<file path="src/rtl/zrb64_pkg.sv">
// Shared types, constants and the base64 alphabet for the zero-run base64 encoder.
// No dependencies; every other file in rtl imports this package.
package zrb64_pkg;

  localparam logic [5:0]  GPL_RESET = 6'd19;
  localparam logic [31:0] RUN_CAP   = 32'hFFFF_FFFF;
  localparam logic [6:0]  PAD_CHAR  = 7'h3D;

  // Queue between the run coder and the base64 packer.
  localparam int unsigned QAW    = 2;
  localparam int unsigned QDEPTH = 1 << QAW;

  typedef struct packed {
    logic [7:0] data_byte;
    logic       final_byte;
  } zrb64_in_t;

  typedef struct packed {
    logic [6:0] text_char;
    logic       line_end;
    logic       stream_end;
  } zrb64_out_t;

  // One coded byte; last marks the final coded byte of a stream.
  typedef struct packed {
    logic [7:0] value;
    logic       last;
  } zrb64_code_t;

  function automatic logic [6:0] b64_char(input logic [5:0] idx);
    logic [6:0] c;
    case (idx) inside
      [6'd0:6'd25]:  c = 7'h41 + {1'b0, idx};
      [6'd26:6'd51]: c = 7'h47 + {1'b0, idx};
      [6'd52:6'd61]: c = {1'b0, idx} - 7'd4;
      6'd62:         c = 7'h2B;
      default:       c = 7'h2F;
    endcase
    return c;
  endfunction

endpackage

</file>
<file path="src/rtl/zrb64_front.sv">
// Zero-run coder: accepts raw bytes and sends coded bytes into the queue one per cycle while it is not full.
// Depends on zrb64_pkg.
module zrb64_front import zrb64_pkg::*; (
  input  logic        clk,
  input  logic        rst,
  input  logic        in_valid,
  output logic        in_stall,
  input  zrb64_in_t   in_data,
  output logic        q_push,
  output zrb64_code_t q_data,
  input  logic        q_full
);

  logic [31:0] run_len, run_len_next;
  logic        busy, busy_next;
  logic [2:0]  pos, pos_next;
  logic [31:0] flush_len;
  logic [7:0]  lit;
  logic        has_lit, last;

  logic        take, at_end, seq_done;
  logic [31:0] run_inc, flush_n, run_take;
  logic        has_run_n, has_lit_n;
  logic [7:0]  byte_out;

  // A sequence is up to five run bytes (positions 0 to 4) and then the literal (position 5).
  assign at_end   = has_lit ? (pos == 3'd5) : (pos == 3'd4);
  assign q_push   = busy && !q_full;
  assign seq_done = q_push && at_end;
  assign in_stall = busy && !seq_done;
  assign take     = in_valid && !in_stall;
  assign run_inc  = run_len + 32'd1;

  always_comb begin
    has_lit_n = 1'b0;
    has_run_n = 1'b0;
    flush_n   = run_inc;
    run_take  = 32'd0;
    if (in_data.data_byte != 8'd0) begin
      has_lit_n = 1'b1;
      has_run_n = (run_len != 32'd0);
      flush_n   = run_len;
    end else if (run_inc == RUN_CAP || in_data.final_byte) begin
      has_run_n = 1'b1;
    end else begin
      run_take  = run_inc;
    end
  end

  always_comb begin
    case (pos)
      3'd0:    byte_out = 8'd0;
      3'd1:    byte_out = flush_len[7:0];
      3'd2:    byte_out = flush_len[15:8];
      3'd3:    byte_out = flush_len[23:16];
      3'd4:    byte_out = flush_len[31:24];
      default: byte_out = lit;
    endcase
    q_data.value = byte_out;
    q_data.last  = last && at_end;
  end

  always_comb begin
    run_len_next = take ? run_take : run_len;
    if (take) begin
      busy_next = has_run_n || has_lit_n;
      pos_next  = has_run_n ? 3'd0 : 3'd5;
    end else begin
      busy_next = busy && !seq_done;
      pos_next  = q_push ? pos + 3'd1 : pos;
    end
  end

  always_ff @(posedge clk) begin
    if (rst) begin
      run_len <= 32'd0;
      busy    <= 1'b0;
      pos     <= 3'd0;
    end else begin
      run_len <= run_len_next;
      busy    <= busy_next;
      pos     <= pos_next;
    end
  end

  always_ff @(posedge clk) begin
    if (take) begin
      flush_len <= flush_n;
      lit       <= in_data.data_byte;
      has_lit   <= has_lit_n;
      last      <= in_data.final_byte;
    end
  end

endmodule

</file>
<file path="src/rtl/zrb64_fifo.sv">
// Short queue of coded bytes between the run coder and the base64 packer.
// Depends on zrb64_pkg.
module zrb64_fifo import zrb64_pkg::*; (
  input  logic        clk,
  input  logic        rst,
  input  logic        push,
  input  zrb64_code_t push_data,
  output logic        full,
  input  logic        pop,
  output zrb64_code_t pop_data,
  output logic        empty
);

  zrb64_code_t       entries [QDEPTH];
  logic [QAW-1:0]    wr_ptr, rd_ptr;
  logic [QAW:0]      count;

  assign full     = (count == QDEPTH[QAW:0]);
  assign empty    = (count == '0);
  assign pop_data = entries[rd_ptr];

  always_ff @(posedge clk) begin
    if (rst) begin
      wr_ptr <= '0;
      rd_ptr <= '0;
      count  <= '0;
    end else begin
      if (push) begin
        wr_ptr <= wr_ptr + 1'b1;
      end
      if (pop) begin
        rd_ptr <= rd_ptr + 1'b1;
      end
      if (push && !pop) begin
        count <= count + 1'b1;
      end else if (pop && !push) begin
        count <= count - 1'b1;
      end
    end
  end

  always_ff @(posedge clk) begin
    if (push) begin
      entries[wr_ptr] <= push_data;
    end
  end

endmodule

</file>
<file path="src/rtl/zrb64_back.sv">
// Base64 packer: gathers coded bytes into groups of three and sends four characters per group.
// Depends on zrb64_pkg.
module zrb64_back import zrb64_pkg::*; (
  input  logic        clk,
  input  logic        rst,
  input  logic [5:0]  groups_per_line,
  input  logic        q_empty,
  input  zrb64_code_t q_data,
  output logic        q_pop,
  output logic        out_valid,
  input  logic        out_stall,
  output zrb64_out_t  out_data
);

  logic [7:0]  p0, p1;
  logic [1:0]  pcnt, pcnt_next;
  logic [5:0]  gil, gil_next;
  logic        g_valid, g_valid_next;
  logic [23:0] g_val, g_val_n;
  logic [1:0]  g_nvalid, g_nvalid_n;
  logic        g_last, g_close, g_close_n;
  logic [1:0]  g_pos, g_pos_next;
  logic        o_valid, o_valid_next;
  zrb64_out_t  o_data, o_data_n;

  logic out_free, emit, g_free, completes, load;

  assign out_free  = !o_valid || !out_stall;
  assign emit      = g_valid && out_free;
  assign g_free    = !g_valid || (emit && g_pos == 2'd3);
  assign completes = (pcnt == 2'd2) || q_data.last;
  assign q_pop     = !q_empty && (!completes || g_free);
  assign load      = q_pop && completes;

  assign out_valid = o_valid;
  assign out_data  = o_data;

  // Missing bytes of a short final group read as zero.
  always_comb begin
    case (pcnt)
      2'd1: begin
        g_val_n    = {p0, q_data.value, 8'd0};
        g_nvalid_n = 2'd2;
      end
      2'd2: begin
        g_val_n    = {p0, p1, q_data.value};
        g_nvalid_n = 2'd3;
      end
      default: begin
        g_val_n    = {q_data.value, 16'd0};
        g_nvalid_n = 2'd1;
      end
    endcase
    g_close_n = ({1'b0, gil} + 7'd1 >= {1'b0, groups_per_line}) || q_data.last;
  end

  always_comb begin
    o_data_n = '0;
    case (g_pos)
      2'd0: o_data_n.text_char = b64_char(g_val[23:18]);
      2'd1: o_data_n.text_char = b64_char(g_val[17:12]);
      2'd2: o_data_n.text_char = (g_nvalid > 2'd1) ? b64_char(g_val[11:6]) : PAD_CHAR;
      default: begin
        o_data_n.text_char  = (g_nvalid > 2'd2) ? b64_char(g_val[5:0]) : PAD_CHAR;
        o_data_n.line_end   = g_close;
        o_data_n.stream_end = g_last;
      end
    endcase
  end

  always_comb begin
    pcnt_next    = pcnt;
    gil_next     = gil;
    g_valid_next = g_valid;
    g_pos_next   = g_pos;
    if (q_pop) begin
      pcnt_next = completes ? 2'd0 : pcnt + 2'd1;
    end
    if (emit) begin
      g_pos_next = g_pos + 2'd1;
      if (g_pos == 2'd3) begin
        g_valid_next = 1'b0;
      end
    end
    if (load) begin
      gil_next     = g_close_n ? 6'd0 : gil + 6'd1;
      g_valid_next = 1'b1;
      g_pos_next   = 2'd0;
    end
    if (emit) begin
      o_valid_next = 1'b1;
    end else begin
      o_valid_next = o_valid && out_stall;
    end
  end

  always_ff @(posedge clk) begin
    if (rst) begin
      pcnt    <= 2'd0;
      gil     <= 6'd0;
      g_valid <= 1'b0;
      g_pos   <= 2'd0;
      o_valid <= 1'b0;
    end else begin
      pcnt    <= pcnt_next;
      gil     <= gil_next;
      g_valid <= g_valid_next;
      g_pos   <= g_pos_next;
      o_valid <= o_valid_next;
    end
  end

  always_ff @(posedge clk) begin
    if (q_pop && !completes) begin
      if (pcnt == 2'd0) begin
        p0 <= q_data.value;
      end else begin
        p1 <= q_data.value;
      end
    end
    if (load) begin
      g_val    <= g_val_n;
      g_nvalid <= g_nvalid_n;
      g_last   <= q_data.last;
      g_close  <= g_close_n;
    end
    if (emit) begin
      o_data <= o_data_n;
    end
  end

endmodule

</file>
<file path="src/rtl/zero_run_rle_base64_encoder_top.sv">
// Top level of the zero-run base64 encoder: line length register, run coder, queue, packer.
// Depends on zrb64_pkg, zrb64_front, zrb64_fifo and zrb64_back.

// The block zero-run codes a byte stream and sends it out as base64 text, one character
// per accepted output item. In the run coder a zero byte inside a run is taken and
// produces nothing, a nonzero byte produces one coded byte, and closing a run adds five
// more; the coder takes no new byte until it has sent every coded byte of the last one.
// The packer sends one character per cycle while the output is not stalled, so for plain
// data its single output register sets the rate at four characters per three input bytes.
// A four-entry queue separates the two, so input keeps flowing while output is stalled
// until the queue fills. groups_per_line may be written only while the block is idle.
module zero_run_rle_base64_encoder_top import zrb64_pkg::*; (
  input  logic       clk,
  input  logic       rst,
  input  logic       in_valid,
  output logic       in_stall,
  input  zrb64_in_t  in_data,
  output logic       out_valid,
  input  logic       out_stall,
  output zrb64_out_t out_data,
  input  logic       cfg_we,
  input  logic [5:0] cfg_wdata
);

  logic [5:0]  groups_per_line;
  logic        q_push, q_full, q_pop, q_empty;
  zrb64_code_t q_in, q_out;

  always_ff @(posedge clk) begin
    if (rst) begin
      groups_per_line <= GPL_RESET;
    end else if (cfg_we) begin
      groups_per_line <= cfg_wdata;
    end
  end

  zrb64_front u_front (
    .clk      (clk),
    .rst      (rst),
    .in_valid (in_valid),
    .in_stall (in_stall),
    .in_data  (in_data),
    .q_push   (q_push),
    .q_data   (q_in),
    .q_full   (q_full)
  );

  zrb64_fifo u_fifo (
    .clk       (clk),
    .rst       (rst),
    .push      (q_push),
    .push_data (q_in),
    .full      (q_full),
    .pop       (q_pop),
    .pop_data  (q_out),
    .empty     (q_empty)
  );

  zrb64_back u_back (
    .clk             (clk),
    .rst             (rst),
    .groups_per_line (groups_per_line),
    .q_empty         (q_empty),
    .q_data          (q_out),
    .q_pop           (q_pop),
    .out_valid       (out_valid),
    .out_stall       (out_stall),
    .out_data        (out_data)
  );

  // The last character of a stream always closes its line.
  a_end_closes_line: assert property (@(posedge clk) disable iff (rst)
    out_valid && out_data.stream_end |-> out_data.line_end)
    else $error("stream end without line end");

  a_no_overflow: assert property (@(posedge clk) disable iff (rst)
    q_full |-> !q_push)
    else $error("coded byte pushed into a full queue");

  a_no_underflow: assert property (@(posedge clk) disable iff (rst)
    q_empty |-> !q_pop)
    else $error("coded byte popped from an empty queue");

endmodule
</file>
<file path="config.mk">
export PLATFORM = sky130hd
export DESIGN_NAME = zero_run_rle_base64_encoder_top
export DESIGN_NICKNAME = d
export VERILOG_FILES = /design/src/rtl/zrb64_pkg.sv /design/src/rtl/zrb64_front.sv /design/src/rtl/zrb64_fifo.sv /design/src/rtl/zrb64_back.sv /design/src/rtl/zero_run_rle_base64_encoder_top.sv
export SDC_FILE = /design/constraint.sdc
export NUM_CORES = 1
export LEC_CHECK = 0
export ABC_AREA = 1
export BUFFER_PORTS_ARGS = -buffer_cell sky130_fd_sc_hd__buf_2
export CAP_MARGIN = 20
export CORE_MARGIN = 2
export CORE_UTILIZATION = 50
export CTS_CLUSTER_DIAMETER = 100
export CTS_CLUSTER_SIZE = 14
export DETAILED_ROUTE_END_ITERATION = 7
export PLACE_DENSITY = 0.78
export SLEW_MARGIN = 20
export SYNTH_ARGS = -nofsm -noshare
export SYNTH_HDL_FRONTEND = slang
export SYNTH_SLANG_ARGS = --single-unit
</file>
<file path="constraint.sdc">
create_clock -name clk -period 6.7 [get_ports clk]
set_input_delay 0.335 -clock clk [delete_from_list [all_inputs] [get_ports clk]]
set_output_delay 0.335 -clock clk [all_outputs]
set_load 0.02 [all_outputs]
</file>
==> results of run 1 <==
==> layer usage <==
metal | routed length [um] | share of wire [%] | GRT usage [%] | vias up
li1 | - | - | - | 4607
met1 | 10600 | 41 | 25.8 | 4308
met2 | 13200 | 51 | 39.2 | 254
met3 | 1130 | 4.4 | 3.59 | 52
met4 | 793 | 3.1 | 8.82 | 0
met5 | 0 | 0 | 0 | -
==> synth_stat cells, types with 11 or more instances <==
cell | count | area, sq um
dfxtp_1 | 63 | 1260
o21ai_0 | 80 | 400
ha_1 | 66 | 826
a21oi_1 | 53 | 265
o22ai_1 | 11 | 68.8
xor2_1 | 29 | 254
o21bai_1 | 25 | 188
nand2_1 | 294 | 1100
nand4_1 | 19 | 119
nand3_2 | 22 | 220
o21ai_1 | 15 | 75.1
clkbuf_1 | 19 | 71.3
edfxtp_1 | 131 | 3930
inv_1 | 159 | 597
nand3_1 | 105 | 526
nor2_1 | 137 | 514
==> flip-flops by register name (all words and copies together), names as in the netlist, 2 cells and up, named ones only <==
signal,cells
u_back.g_pos,2
u_front.run_len,32
u_back.p1,8
groups_per_line,6
u_back.g_nvalid,2
u_fifo.rd_ptr,2
u_front.lit,8
u_fifo.count,3
u_fifo.wr_ptr,2
u_back.pcnt,2
u_back.out_data,9
u_fifo.entries,36
u_front.pos,3
u_back.g_val,24
u_front.flush_len,32
u_back.gil,6
u_back.p0,8
==> power by group <==
part	switching, uW	total [uW]	leakage (uW)	internal [uW]
Sequential	205	1820	0.00176	1620
Combinational	1140	1660	0.00279	528
Clock	440	976	0.000282	535
Total	1780	4460	0.00483	2680
==> worst paths after layout <==
path | startpoint | to | slack, ns | depth (start not counted)
setup / recovery | u_front.pos[0]$_SDFFE_PP0P_ | u_front.run_len[9]$_SDFFE_PP0P_ | 3.78 | 10
setup reg to reg | u_front.pos[0]$_SDFFE_PP0P_ | u_front.run_len[9]$_SDFFE_PP0P_ | 3.78 | 10
hold / removal | in_data[8] | u_front.lit[7]$_DFFE_PP_ | 0.1 | 1
hold reg to reg | groups_per_line[5]$_SDFFE_PP0P_ | groups_per_line[5]$_SDFFE_PP0P_ | 0.47 | 2
==> layout make-up <==
cell class / instances / area [sq um]
clock buffer: 23 / 502
fill: 1977 / 10200
sequential: 194 / 5190
clock inverter: 9 / 66.3
multi-input combinational: 956 / 5390
tap: 285 / 357
timing repair buffer: 35 / 195
inverter: 165 / 622
==> per-stage QoR <==
step           worst slack, ns  total power [uW]  instances  utilization (%)  instance area (sq um)
2_1_floorplan             3.75              3030       1348                -                  11400
3_3_place_gp              3.53              3410       1634             52.2                  11700
4_1_cts                   3.37              4440       1666             54.7                  12300
6_report                  3.78              4460       1667             54.8                  12300
5_1_grt                   3.49              4760       1667             54.8                  12300
3_5_place_dp              3.40              3470       1634             52.2                  11700
==> logic make-up (layout without fill, tap and decap cells) <==
group           after synthesis  after routing
fa+ha+maj                    67             67
flops                       194            194
compound gates              239            239
buf+inv                     198            232
xor+xnor                     33             33
simple gates                616            616
mux                           1              1
==> results.md, run 1 <==
- Syn avg cell area: 8.43 sq um
- Largest family of logic cells by synthesized area: simple AND/OR/NAND/NOR gates
- Synth Register Bits: 194
- CTS tree: yes
- Nets@finish: 1,456
- Peak Freq: 343 MHz
- Crit path max-delay cell type: nor2_4
- Crit path launch type: flop
- Ant. Diodes: 0
- Post-CTS sizing: 0
- Via count: 9,221
- # DRC: 0
- Crit path DAT: 3.28 ns
- Wire per inst: 15.4 um
- GRT Overall Usage: 21.8%
- Pwr Density: 362 nW/um^2
- Crit-path max cell delay: 0.86 ns
- CTS sink count: 194
- Critical path cell sequence: inv_1 -> ha_1 -> nand2_1 -> clkinv_1 -> o21ai_0 -> o21ai_0 -> nand2_1 -> nor2_4 -> nand4_1 -> o22ai_1
- MaxCap Viol Count: 0
- CTS max path bufs: 2
- Asr flop ratio synth: 0%
- # IOs: 31
- Num CTS Buffers: 17
- Core box area: 22,500 sq um
- CTS Hold Bufs: 0
- Placer Congestion: 0.970
- Commonest cells after routing, fill and taps aside: 294 x nand2_1, 159 x inv_1, 135 x nor2_1, 131 x edfxtp_1, 105 x nand3_1
- HPWL after DPL: 19,000 um
- Remaining Overflow, GRT: 0
- Syn Nets: 1,435
- Synth Area in Compound Gates: 12.9%
- Fin crit period: 2.92 ns
- Final setup skew: 0.0146 ns
- Antenna violations before repair: 0
- Clk root buf: clkbuf_16
- Worst Setup End Kind: flop
- Largest net degree at the start of global routing: 50
- Final ANT Viol Nets: 0
- Cells after Synth: 1,348
- Post-synthesis mux area share: 0.0881%
- Simple-Gate Fraction of Synth Area: 24.4%
- EDFF count, synth: 131
- Initial DRT Pass Iterations: 6
- Setup TNS: 0 ns
- Synth Area in Adders: 7.45%
- Vias in the first global route: 8,662
- Routed wire length: 25,700 um
- Maximum fanout along the worst path: 33
- Hold Fails Final Rpt: 0
- Seq/Total Area, Yosys: 45.7%
- Number of vias per cell: 5.53
- Critical Path RT: 7.06 ns
- Final Max Slew Viols: 0
- Share of cells above drive strength 1: 9.19%
- Row count: 55
- Layout area overhead: 8.53%
- Initial drt markers: 690
- Worst Hold Slack: 0.0999 ns
- Leak Pwr: 0.00483 uW
- Crit share post-route: 43.5%
- H-tree Lvls: 4
- VDD IR max: 0.000215 V
- Worst slew pin tran: 1.09 ns
- Final setup viols: 0
- Hold Path Class: in -> reg
- Post-Synth XOR/XNOR Area: 2.54%
- Synth Flop Type: edfxtp_1
- Die Width: 155 um
- Initial Utilization: 50.5%
- Ys Warns: 0
- Mapped Area: 11,400 sq um
- First-pass GRT wire length: 41,800 um
- Critical path type: reg -> reg
- Die area: 23,900 sq um
- RSZ-0062 raised after global routing: no
- Clk Latency, worst-skew pair: 0.44 ns
- Critical path buffers and inverters: 2
- Most common cell after layout, fill and taps aside: nand2_1
- Crit path max-delay family: simple AND/OR/NAND/NOR gates
- Status: completed
- Rel. slew slack: 26.9%
- Buffers on Ports: 30
- Die height: 155 um
- CTS clk-pin slew, worst paths: 0.07 ns
- Setup repair bufs after CTS: 0
- Count of cell types in the netlist: 52
Note: power is estimated with default switching activity, not from simulation.
==> run 2, diff against run 1 <==
Clock period 6.7 ns to 2.89 ns, I/O delays scaled along.
==> run 2 against run 1 <==
  * Sequential share of layout area decreased by 1.2 points
  * Cell area grew 3.0%
  * Maximum frequency increased by 10%
  * Register-to-register slack lost 3.5 ns
  * First-iteration DRC count rose by 16%
  * Sequential power rose by 130%
  * Utilization up 1.6 points
  * Hold slack lost 0.061 ns
  * Sequential cell count unchanged
  * Combinational power increased by 140%
  * Count of clock-buffer cells in the layout is 3 lower
  * Non-clock buffer count is 36 higher
  * Critical endpoint is now u_front.run_len[2]$_SDFFE_PP0P_
==> results.md, run 2 (same netlist as run 1, synthesis figures left out) <==
- Initial Utilization: 50.5%
- Initial DRT Pass Iterations: 5
- Clk Latency, worst-skew pair: 0.44 ns
- CTS max path bufs: 2
- Crit share post-route: 91.6%
- MaxCap Viol Count: 0
- GRT Max-Usage Layer: met2
- Setup repair bufs after CTS: 0
- M3 GR Usage: 3.67%
- GRT Overall Usage: 23.0%
- Crit path max-delay cell type: dfxtp_1
- Die height: 155 um
- Hold Path Class: in -> reg
- Final setup viols: 0
- Most Frequent Cell on Critical Path: nand2_1
- Die area: 23,900 sq um
- Core box area: 22,500 sq um
- Largest net degree at the start of global routing: 49
- Wire per inst: 15.6 um
- Setup TNS: 0 ns
- Maximum fanout along the worst path: 24
- Hold Fails Final Rpt: 0
- # IOs: 31
- Number of vias per cell: 5.47
- Row count: 55
- Layout area overhead: 11.7%
- Most common cell after layout, fill and taps aside: nand2_1
- Vias in the first global route: 9,102
- Crit path launch type: flop
- First-pass GRT wire length: 44,100 um
- Nets@finish: 1,492
- Remaining Overflow, GRT: 0
- Worst Setup End Kind: flop
- Crit path max-delay family: simple AND/OR/NAND/NOR gates
- Placer Congestion: 0.962
- HPWL after DPL: 19,600 um
- Routed wire length: 26,600 um
- Pwr Density: 833 nW/um^2
- Critical Path RT: 3.19 ns
- Grt met1 use: 27.5%
- Via count: 9,317
- Critical path buffers and inverters: 2
- Biggest register: u_fifo.entries
- Max FFs per register: 36
- Final setup skew: 0.0145 ns
- Share of cells above drive strength 1: 10.2%
- Leak Pwr: 0.00499 uW
- CTS tree: yes
- Status: completed
- Peak Freq: 378 MHz
- Top flop regs: u_fifo.entries: 36 flops, u_front.flush_len: 32 flops, u_front.run_len: 32 flops
- Buffers on Ports: 30
- RSZ-0062 raised after global routing: no
- Initial drt markers: 801
- CTS sink count: 194
- H-tree Lvls: 4
- Met2 Use GR: 41.3%
- Critical path cell sequence: ha_1 -> inv_1 -> nor2_4 -> nand2_2 -> nor2_4 -> nand2_1 -> nand2_1 -> nand2_1 -> nor2_1 -> nand2_1 -> nor2_2 -> nand3_2 -> nand2_4 -> inv_4 -> nand3_1 -> o21ai_0
- CTS clk-pin slew, worst paths: 0.07 ns
- Crit path DAT: 2.95 ns
- Dpl cells: 1,649
- VDD IR max: 0.000480 V
- Die Width: 155 um
- # DRC: 0
- Antenna violations before repair: 0
- Rel. slew slack: 30.3%
- Final ANT Viol Nets: 0
- Commonest cells after routing, fill and taps aside: 294 x nand2_1, 158 x inv_1, 135 x nor2_1, 131 x edfxtp_1, 105 x nand3_1
- Critical path type: reg -> reg
- Ant. Diodes: 0
- Worst slew pin tran: 1.04 ns
- Crit-path max cell delay: 0.43 ns
- Clk root buf: clkbuf_16
- Num CTS Buffers: 17
- Post-route insts no fill: 1,703
- Fin crit period: 2.65 ns
- Final Max Slew Viols: 0
[run 2: cell count changes in the layout (fill, tap and decap cells not counted), moves of 2 or more]
cell	change
clkinv_4	+2
inv_4	+2
buf_4	+14
clkbuf_1	-2
clkinv_2	-3
dlygate4sd3_1	+22
[run 2: path summary, 6_finish.rpt]
path | end | start | slack, ns | cells after the start
setup reg to reg | u_front.run_len[2]$_SDFFE_PP0P_ | u_front.run_len[0]$_SDFFE_PP0P_ | 0.24 | 16
hold / removal | u_fifo.count[0]$_SDFFE_PP0P_ | rst | 0.04 | 2
hold reg to reg | groups_per_line[5]$_SDFFE_PP0P_ | groups_per_line[5]$_SDFFE_PP0P_ | 0.47 | 2
setup / recovery | u_front.run_len[2]$_SDFFE_PP0P_ | u_front.run_len[0]$_SDFFE_PP0P_ | 0.24 | 16
[run 2: what timing repair did]
item,CTS,global route
gates resized for setup,0,1
hold buffers,22,0
setup endpoints to repair,0,1
endpoints found under the hold margin,17,0
[run 2: layout make-up]
type | count | area, sq um
clock inverter | 12 | 106
multi-input combinational | 956 | 5400
inverter | 165 | 626
fill | 1971 | 9810
clock buffer | 20 | 489
sequential | 194 | 5190
tap | 285 | 357
timing repair buffer | 71 | 526
[run 2: where the power goes]
part           leakage [uW]  switching (uW)  internal (uW)
combinational       0.00294            2740           1330
sequential          0.00176             415           3750
clock              0.000293            1090           1260
total               0.00499            4240           6330
[run 2: per-stage QoR]
stage | instance area, sq um | power [uW] | utilization, % | hold slack [ns] | worst slack (ns)
floorplan | 11400 | 7010 | - | 0.243 | 0.121
global placement | 11900 | 8070 | 52.8 | 0.338 | 0.362
detailed placement | 11900 | 8200 | 52.8 | 0.339 | 0.298
CTS | 12700 | 10500 | 56.4 | 0.0429 | 0.287
global route | 12700 | 11300 | 56.4 | 0.0650 | 0.0662
finish | 12700 | 10600 | 56.4 | 0.0384 | 0.242
[run 2: routing by layer]
layer | routed length [um] | part of all wire (%)
met3 | 1190 | 4.5
met2 | 13500 | 51
met4 | 843 | 3.2
met1 | 11100 | 42
met5 | 0 | 0
==> run 3, diff against run 2 <==
Settings changed: BUFFER_PORTS_ARGS -buffer_cell sky130_fd_sc_hd__buf_2 to not set, DONT_BUFFER_PORTS set to 1, PLACE_DENSITY 0.78 to 0.77.
==> run 3 against run 2 <==
  * Sequential share of layout area rose by 0.72 points
  * Routed wire length shrank 2.7%
  * Combinational power decreased by 3%
  * Highest routed layer unchanged
  * Critical path type unchanged
  * Register-to-register slack better by 0.02 ns
==> results.md, run 3 (same netlist as run 1, synthesis figures left out) <==
- Critical path type: reg -> reg
- GRT Overall Usage: 22.2%
- Clk Latency, worst-skew pair: 0.44 ns
- Rel. slew slack: 36.0%
- Maximum fanout along the worst path: 24
- Row count: 55
- Core box area: 22,500 sq um
- Crit path from: u_front.run_len[0]$_SDFFE_PP0P_
- Max FFs per register: 36
- VDD IR max: 0.000456 V
- Placed Area: 11,700 sq um
- Worst Setup End Kind: flop
- Crit share post-route: 90.9%
- # DRC: 0
- Vias in the first global route: 8,680
- Biggest register: u_fifo.entries
- Leak Pwr: 0.00483 uW
- CTS clk-pin slew, worst paths: 0.08 ns
- Clk root buf: clkbuf_16
- Largest net degree at the start of global routing: 49
- Sw frac: 40.6%
- Buffers on Ports: 0
- Final ANT Viol Nets: 0
- Initial DRT Pass Iterations: 5
- # IOs: 31
- Sequential Power Share: 40.9%
- Remaining Overflow, GRT: 0
- MaxCap Viol Count: 0
- Antenna violations before repair: 0
- Share of cells above drive strength 1: 8.18%
- Die Width: 155 um
- Via count: 9,227
- Num CTS Buffers: 17
- Crit path DAT: 2.93 ns
- Layout area overhead: 9.82%
- CTS tree: yes
- Setup TNS: 0 ns
- Commonest cells after routing, fill and taps aside: 294 x nand2_1, 158 x inv_1, 135 x nor2_1, 131 x edfxtp_1, 105 x nand3_1
- Initial drt markers: 857
- Number of vias per cell: 5.54
- Hold Path Class: in -> reg
- H-tree Lvls: 4
- CTS max path bufs: 2
- Most common cell after layout, fill and taps aside: nand2_1
- CTS sink count: 194
- Fin crit period: 2.63 ns
- Routed wire length: 25,900 um
- Peak Freq: 381 MHz
- Crit path launch type: flop
- NetSw: 4230 uW
- Setup repair bufs after CTS: 0
- Die height: 155 um
- Post-Layout Inst Area: 12,500 sq um
- Final setup viols: 0
- RR Startpoint: u_front.run_len[0]$_SDFFE_PP0P_
- Initial Utilization: 50.5%
- Clk network pwr share: 21.4%
- Final setup skew: 0.0132 ns
- Top flop regs: u_fifo.entries: 36 flops, u_front.flush_len: 32 flops, u_front.run_len: 32 flops
- Critical Path RT: 3.19 ns
- Status: completed
- Die area: 23,900 sq um
- Combinational power share: 37.7%
- Hold Fails Final Rpt: 0
- Wire per inst: 15.5 um
- Placer Congestion: 0.966
- Worst slew pin tran: 0.956 ns
- Hold path start: in_valid
- Final Max Slew Viols: 0
- First-pass GRT wire length: 42,400 um
- Ant. Diodes: 0
- HPWL after DPL: 19,300 um
- Total Power: 10,400 uW
- Cell internal pwr: 6190 uW
- R2r setup slk: 0.26 ns
- Pwr Density: 835 nW/um^2
- RSZ-0062 raised after global routing: no
- Nets@finish: 1,455
run 3: changes by cell type in the layout (fill, tap and decap cells not counted), moves of 2 or more:
cell,before,now
clkbuf_16,19,17
dlygate4sd3_1,22,19
inv_4,3,1
clkinv_4,2,4
buf_4,18,13
buf_2,30,0
run 3: worst max-delay path, stage by stage, from the launching register on:
cell     delay (ns)
dfxtp_1        0.44
ha_1           0.25
nand3_1        0.22
nor2_1         0.28
nand3_1        0.11
nand2_1        0.08
nand2_1        0.07
nor2_1         0.10
nand3_1        0.11
nor2_1         0.17
nand3_2        0.13
nand2_4        0.16
inv_4          0.18
nand3_1        0.11
o21ai_0        0.08
run 3: final cells by class:
class,instances,area [sq um]
inverter,165,626
multi-input combinational,956,5410
clock buffer,18,439
clock inverter,14,124
fill,1987,10000
timing repair buffer,34,328
sequential,194,5200
tap,285,357
run 3: metal layers:
layer / up-vias / part of all wire [%] / global-route usage (%)
met3: 49 / 4.8 / 4.01
met5: - / 0 / 0
met1: 4315 / 42 / 27.4
met2: 253 / 50 / 38.9
met4: 0 / 2.5 / 8.02
li1: 4610 / - / -
run 3: power by group through the flow:
stage          Combinational (uW)  Clock, uW  Sequential [uW]
6_report                     3930       2230             4260
4_1_cts                      3900       2270             4250
3_5_place_dp                 3840          0             4310
2_1_floorplan                2880          0             4140
5_1_grt                      4480       2370             4330
3_3_place_gp                 3750          0             4300
run 3: worst paths after layout:
check / endpoint / depth (start not counted)
max: u_front.run_len[2]$_SDFFE_PP0P_ / 14
min: u_front.pos[0]$_SDFFE_PP0P_ / 3
max reg2reg: u_front.run_len[2]$_SDFFE_PP0P_ / 14
min reg2reg: groups_per_line[5]$_SDFFE_PP0P_ / 2
run 3: repair_timing:
item / CTS / global route
resized for setup: 0 / 3
setup endpoints to repair: 0 / 3
hold buffers: 19 / 0
endpoints found under the hold margin: 22 / 0
run 3: per-stage QoR:
stage / setup slack (ns) / cells / hold slack, ns / utilization, %
after floorplan: 0.121 / 1348 / 0.243 / -
after global placement: 0.249 / 1615 / 0.218 / 52.0
after detailed placement: 0.239 / 1615 / 0.221 / 52.0
after CTS: 0.226 / 1666 / 0.00979 / 55.4
after global routing: 0.0254 / 1666 / 0.0457 / 55.4
final: 0.264 / 1666 / 0.0300 / 55.4
